<file path="src/design/bfa_pkg.sv">
package bfa_pkg;

    // stream payload layout
    localparam int IN_DATA_W     = 16;
    localparam int OUT_DATA_W    = 24;
    localparam int FRAME_FIELD_W = 12;

    // input tdata bit positions
    localparam int IN_KERNEL_BIT = 12;
    localparam int IN_WRITE_BIT  = 13;

    // output tdata bit positions
    localparam int OUT_PRESENT_BIT = 12;
    localparam int OUT_WRITE_BIT   = 13;
    localparam int OUT_USER_BIT    = 14;
    localparam int OUT_UPDATED_BIT = 15;
    localparam int OUT_OOF_BIT     = 16;

    // action codes carried on tuser
    localparam logic ACT_ALLOC = 1'b0;
    localparam logic ACT_FREE  = 1'b1;

    typedef enum logic [3:0] {
        ST_IDLE,
        ST_DECODE,
        ST_SCAN,
        ST_ALLOC_WR,
        ST_DIV_EST,
        ST_DIV_FIX,
        ST_FREE_RD,
        ST_FREE_WR,
        ST_FINISH
    } t_state;

    // what the finished result looks like
    typedef enum logic [2:0] {
        RES_NONE,
        RES_KEEP,
        RES_ALLOC,
        RES_FREE,
        RES_OOF
    } t_res;

    typedef struct packed {
        logic capture_in;
        logic scan_start;
        logic scan_run;
        logic alloc_write;
        logic div_est;
        logic div_fix;
        logic free_read;
        logic free_write;
        logic load_out;
        t_res kind;
    } t_cmd;

    typedef struct packed {
        logic is_free;
        logic cur_zero;
        logic scan_hit;
        logic scan_end;
        logic bitmap_full;
        logic slot_free;
    } t_status;

endpackage

</file>
<file path="src/design/bfa_ctrl.sv">
module bfa_ctrl (
    input  logic             i_clk,
    input  logic             i_rst_n,
    input  logic             i_s_tvalid,
    output logic             o_s_tready,
    input  bfa_pkg::t_status i_status,
    output bfa_pkg::t_cmd    o_cmd
);
    import bfa_pkg::*;

    t_state r_state, n_state;
    t_res   r_kind, n_kind;

    always_ff @(posedge i_clk) begin
        if (!i_rst_n) begin
            r_state <= ST_IDLE;
            r_kind  <= RES_NONE;
        end else begin
            r_state <= n_state;
            r_kind  <= n_kind;
        end
    end

    always_comb begin
        n_state    = r_state;
        n_kind     = r_kind;
        o_cmd      = '0;
        o_cmd.kind = r_kind;
        o_s_tready = 1'b0;
        case (r_state)
            ST_IDLE: begin
                o_s_tready = 1'b1;
                if (i_s_tvalid) begin
                    o_cmd.capture_in = 1'b1;
                    n_state          = ST_DECODE;
                end
            end
            ST_DECODE: begin
                if (i_status.is_free) begin
                    if (i_status.cur_zero) begin
                        n_kind  = RES_NONE;
                        n_state = ST_FINISH;
                    end else begin
                        n_state = ST_DIV_EST;
                    end
                end else if (!i_status.cur_zero) begin
                    n_kind  = RES_KEEP;
                    n_state = ST_FINISH;
                end else begin
                    o_cmd.scan_start = 1'b1;
                    n_state          = ST_SCAN;
                end
            end
            ST_SCAN: begin
                o_cmd.scan_run = 1'b1;
                if (i_status.scan_hit) begin
                    n_state = ST_ALLOC_WR;
                end else if (i_status.scan_end) begin
                    if (i_status.bitmap_full) begin
                        n_kind  = RES_OOF;
                        n_state = ST_FINISH;
                    end else begin
                        n_state = ST_ALLOC_WR;
                    end
                end
            end
            ST_ALLOC_WR: begin
                o_cmd.alloc_write = 1'b1;
                n_kind            = RES_ALLOC;
                n_state           = ST_FINISH;
            end
            ST_DIV_EST: begin
                o_cmd.div_est = 1'b1;
                n_state       = ST_DIV_FIX;
            end
            ST_DIV_FIX: begin
                o_cmd.div_fix = 1'b1;
                n_state       = ST_FREE_RD;
            end
            ST_FREE_RD: begin
                o_cmd.free_read = 1'b1;
                n_state         = ST_FREE_WR;
            end
            ST_FREE_WR: begin
                o_cmd.free_write = 1'b1;
                n_kind           = RES_FREE;
                n_state          = ST_FINISH;
            end
            ST_FINISH: begin
                if (i_status.slot_free) begin
                    o_cmd.load_out = 1'b1;
                    n_state        = ST_IDLE;
                end
            end
            default: begin
                n_state = ST_IDLE;
            end
        endcase
    end

endmodule

</file>
<file path="config.mk">
export PLATFORM = sky130hd
export DESIGN_NAME = bfa_ctrl
export DESIGN_NICKNAME = d
export VERILOG_FILES = /design/src/design/bfa_pkg.sv /design/src/design/bfa_ctrl.sv
export SDC_FILE = /design/constraint.sdc
export NUM_CORES = 1
export LEC_CHECK = 0
export BUFFER_PORTS_ARGS = -buffer_cell sky130_fd_sc_hd__buf_2
export CAP_MARGIN = 20
export CORE_MARGIN = 8
export CORE_UTILIZATION = 41
export DETAILED_ROUTE_END_ITERATION = 7
export GPL_TIMING_DRIVEN = 0
export PLACE_DENSITY = 0.77
export SETUP_SLACK_MARGIN = 0.3
export SYNTH_ARGS = -nofsm -noshare
export SYNTH_HDL_FRONTEND = slang
export SYNTH_SLANG_ARGS = --single-unit
</file>
<file path="constraint.sdc">
create_clock -name i_clk -period 1.28 [get_ports i_clk]
set_input_delay 0.128 -clock i_clk [delete_from_list [all_inputs] [get_ports i_clk]]
set_output_delay 0.128 -clock i_clk [all_outputs]
set_load 0.05 [all_outputs]
</file>
After elaboration in Yosys (flattened, before gate mapping)
Cells that the tools add are included.
{"block": "word_totals", "regBits": 7, "input_bits": 9, "out_inout_bits": 13, "word_cells": 53}
{"block": "op_classes", "n_eq_ne": 16, "mux": 30, "reduce_logical": 5}
{"operator": "two-way mux 4 bit", "count": 8}
{"operator": "case mux 4 bit (8 select lines)", "count": 1}
{"operator": "two-way mux 3 bit", "count": 6}
{"operator": "== test 4 x 3 -> 1 bit, second input constant", "count": 4}
{"operator": "two-way mux 1 bit", "count": 14}
{"operator": "case mux 3 bit (4 select lines)", "count": 1}
{"operator": "inequality test 2 bit, second input constant", "count": 5}
{"operator": "inequality test 3 bit, second input constant", "count": 3}
{"operator": "== test 4 x 2 -> 1 bit, second input constant", "count": 2}
{"operator": "AND reduction 6 bit", "count": 1}
{"operator": "== test 4 x 1 -> 1 bit, second input constant", "count": 1}
{"operator": "== test 4 bit, second input constant", "count": 1}
{"operator": "logical NOT 4 bit", "count": 1}
{"operator": "nonzero test 4 bit", "count": 1}
{"operator": "AND reduction 3 bit", "count": 1}
{"operator": "OR reduction 2 bit", "count": 1}

Depth between registers and ports, before layout
{"block": "depth", "ltp_word": 4, "mapped_depth": 6, "mapped_depth_nobuf": 6}

Worst setup path after synthesis
Ideal clock, no wire load.
{"block": "synth_path", "kind": "register to output", "start": "register r_state[0]", "end": "output o_cmd[11] in the netlist's numbering", "arrival_ns": 2.678, "setup_slack_ns": -1.526, "stages_incl_launch_ff": 4, "n_path_buf": 1, "cell_sequence": "dfxtp_1 buf_4 nor4_1 and2_1"}
{"element": "start, declared", "line": "bfa_ctrl.sv:11", "rtl": "t_state r_state, n_state;"}
{"element": "start signal, assigned", "line": "bfa_ctrl.sv:19", "rtl": "r_state <= n_state;"}
{"element": "end, declared", "line": "bfa_ctrl.sv:7", "rtl": "output bfa_pkg::t_cmd o_cmd"}

==> flow_summary.json <==
{
  "cp_cell_sequence": "buf_8 > nor4_4 > and2_4 > buf_8",
  "violations": "negative setup slack",
  "wire_per_inst_um": 17.80,
  "globalRouteOverflowTotal": 0,
  "syn_avg_cell_area_um2": 8.008,
  "rsz0062_at_grt": "yes",
  "die_h_um": 52.98,
  "synth.area.mux_share": 0.03571,
  "cts_tree": "yes",
  "finalCritPeriodShare": 1.165,
  "power_leakage_nw": 0.4926,
  "fin_ws_ps": -210.6,
  "fmax_ghz": 0.6709,
  "synthSimpleGateAreaFrac": 0.3371,
  "min_period_ps": 1491,
  "grt_pass1_wl_um": 3236,
  "grt_max_degree": 11,
  "viasPerCell": 5.760,
  "drc": 0,
  "antenna_found_initial": 0,
  "synth_most_common_cell": "nand2_1",
  "crit_path_top_delay_cell": "dfxtp_4",
  "grt_use_total": 0.1534,
  "hold_end": "r_state[3]",
  "crit_path_start_kind": "flop",
  "vdd_ir_drop_max_mv": 0.7292,
  "synth_cell_types": 33,
  "numPortBuffers": 20,
  "hpwlAfterDp_um": 1200,
  "cts.clk_slew.worst_paths_ps": 60,
  "status": "complete, but fails checks",
  "clk_latency_ps": 260,
  "cp_max_fo": 6,
  "cts_buffer_depth": 2,
  "required_ps": 1150,
  "rows": 13,
  "cts_sinks": 7,
  "ys_warn_count": 0,
  "reg2reg_setup_slack_ps": -150,
  "drt_pass1_iterations": 4,
  "crit_path_end_kind": "primary output",
  "synth_compound_area_frac": 0.1920,
  "synth_cells": 70,
  "area_growth_pct": 93.75,
  "gp_congestion": 0.8419,
  "synthTopCellsByArea": "dfxtp_1 25%, nand2_1 6.7%, buf_4 5.4%, ha_1 4.5%, and3_2 4.0%",
  "ys_top_cells_by_count": "10 x nand2_1, 7 x dfxtp_1, 6 x nor2_1, 4 x buf_4",
  "min-delay-start": "i_rst_n",
  "root_buffer": "clkbuf_4",
  "drive_gt1_frac": 0.6455,
  "first_iter_violations": 32,
  "utilization": 0.8452,
  "synth_top_area_cell": "dfxtp_1",
  "grt_pass1_vias": 688,
  "syn_area_um2": 560.5,
  "die_w_um": 52.98,
  "layout.nets": 122,
  "htreeDepth": 1,
  "diodes": 0,
  "hold_path.class": "primary input to flop",
  "fillCellCount": 69,
  "power_density_nw_per_um2": 832.7,
  "cap_violations": 0,
  "synth_top_flop_cell": "dfxtp_1",
  "timing.hold.ws_ps": 149.6,
  "worst-r2r-cell-count": 6,
  "core_um2": 1285,
  "finalHoldViolations": 0,
  "final_antenna_net_count": 0,
  "ys_ff_latch": 7,
  "dieArea_um2": 2806,
  "drt-total-wl_um": 2225,
  "r2r_end": "r_kind[2]",
  "synth_fp_nets": 81,
  "worstHoldPathCells": 2,
  "netlist.area_leader.share": 0.2500,
  "cts_buffers": 3,
  "synth_fa_ha_area_frac": 0.04464,
  "path_class": "flop to primary output",
  "ios": 22,
  "crit_top_cell": "buf_8",
  "r2r_start": "r_state[1]",
  "synth_top_family_by_area": "simple AND/OR/NAND/NOR gates",
  "start_util": 0.4362,
  "finClkSkew_ps": 4.389,
  "finalSetupViolCount": 15,
  "tightestPinTransition_ps": 301.7,
  "arrival_ps": 1360,
  "synth_seq_area_share": 0.2500,
  "slew_headroom": 0.7970,
  "slowest_delay_ps": 350,
  "vias": 720,
  "synth_xor_area_frac": 0.01563,
  "async_reset_ff_frac": 0,
  "synth_edf_count": 0,
  "finalPower_mw": 0.9044,
  "maxSlewViolCount": 0
}
how the worst max path moves through the flow:
stage / startpoint / end / slack (ps) / cells after the start
final: r_state[2] / o_cmd[11] / -210 / 4
after global routing: r_state[0] / o_cmd[3] / -250 / 4
after CTS: r_state[1] / o_cmd[11] / -190 / 4
after floorplan: r_state[2] / o_cmd[11] / -370 / 3
after detailed placement: i_status[4] / r_kind[2] / -180 / 7
after global placement: i_status[4] / r_kind[2] / -100 / 7
power breakdown:
| group | switching, mW | total [mW] | internal [mW] |
|---|---|---|---|
| registers | 0.0185 | 0.249 | 0.231 |
| logic | 0.239 | 0.447 | 0.208 |
| clock network | 0.0890 | 0.208 | 0.119 |
| total | 0.347 | 0.904 | 0.558 |
repair_timing:
| action | 4_1_cts | 5_1_grt |
|---|---|---|
| gates resized for setup | 41 | 14 |
| setup buffers | 13 | 3 |
| endpoints found under the setup margin | 18 | 19 |
| pin swaps | 7 | 5 |
| hold buffers | 0 | 0 |
cells in the final DEF, fill, tap and decap left out, drive strengths merged:
cell type / count
o21ai: 2
nand2b: 3
a311oi: 2
nand2: 10
o221ai: 1
a22oi: 1
buf: 41
a32o: 1
and3: 4
a211oi: 1
a211o: 1
ha: 2
and2: 1
nor3b: 1
a21boi: 1
and2b: 3
inv: 4
nor4b: 1
o21a: 2
nor2b: 1
a21oi: 2
mux2i: 2
dfxtp: 7
clkbuf: 5
nor3: 2
xor2: 1
nor4: 2
nor2: 6
area by class of cell:
cell class              instances  area, um2  area share
inverters                       4      17.52     0.01613
well taps                      15      18.77     0.01728
repair buffers                 36      331.6      0.3053
flip-flops and latches          7      151.4      0.1394
plain buffers                   6      67.56     0.06221
clock buffers                   4      26.28     0.02419
multi-input cells              53      473.0      0.4355
layer usage:
metal,share of wire,track usage,vias up
met1,0.42,0.1791,334
met4,0.047,0.09914,0
li1,-,-,324
met3,0.083,0.03081,15
met2,0.45,0.2461,47
met5,0,0,-
registers in the layout (all words and copies together) (netlist names):
| signal | count |
|---|---|
| r_state | 4 |
| r_kind | 3 |
critical path, delay by kind of cell (launching register included):
family | cells | cell delay [ps]
flops | 1 | 350
buf+inv | 2 | 270
simple gates | 2 | 480
stage by stage:
step / setup TNS (ps) / setup WS (ps) / cells / instance area, um2
after floorplan: -581.7 / -368.9 / 70 / 635.6
final: -1856 / -210.6 / 125 / 1086
after CTS: -1548 / -187.3 / 122 / 1017
after global routing: -2561 / -246.6 / 125 / 1086
after global placement: -384.1 / -99.52 / 105 / 754.5
after detailed placement: -623.2 / -179.5 / 105 / 754.5
cells by family (layout without fill, tap and decap cells):
group	after synthesis	in the layout
AO/OA/AOI/OAI	14	14
multiplexers	2	2
adder cells (fa/ha/maj)	2	2
XOR/XNOR	1	1
AND/OR/NAND/NOR	34	34
flip-flops	7	7
buffers and inverters	10	50
Note: power is estimated with default switching activity, not from simulation.
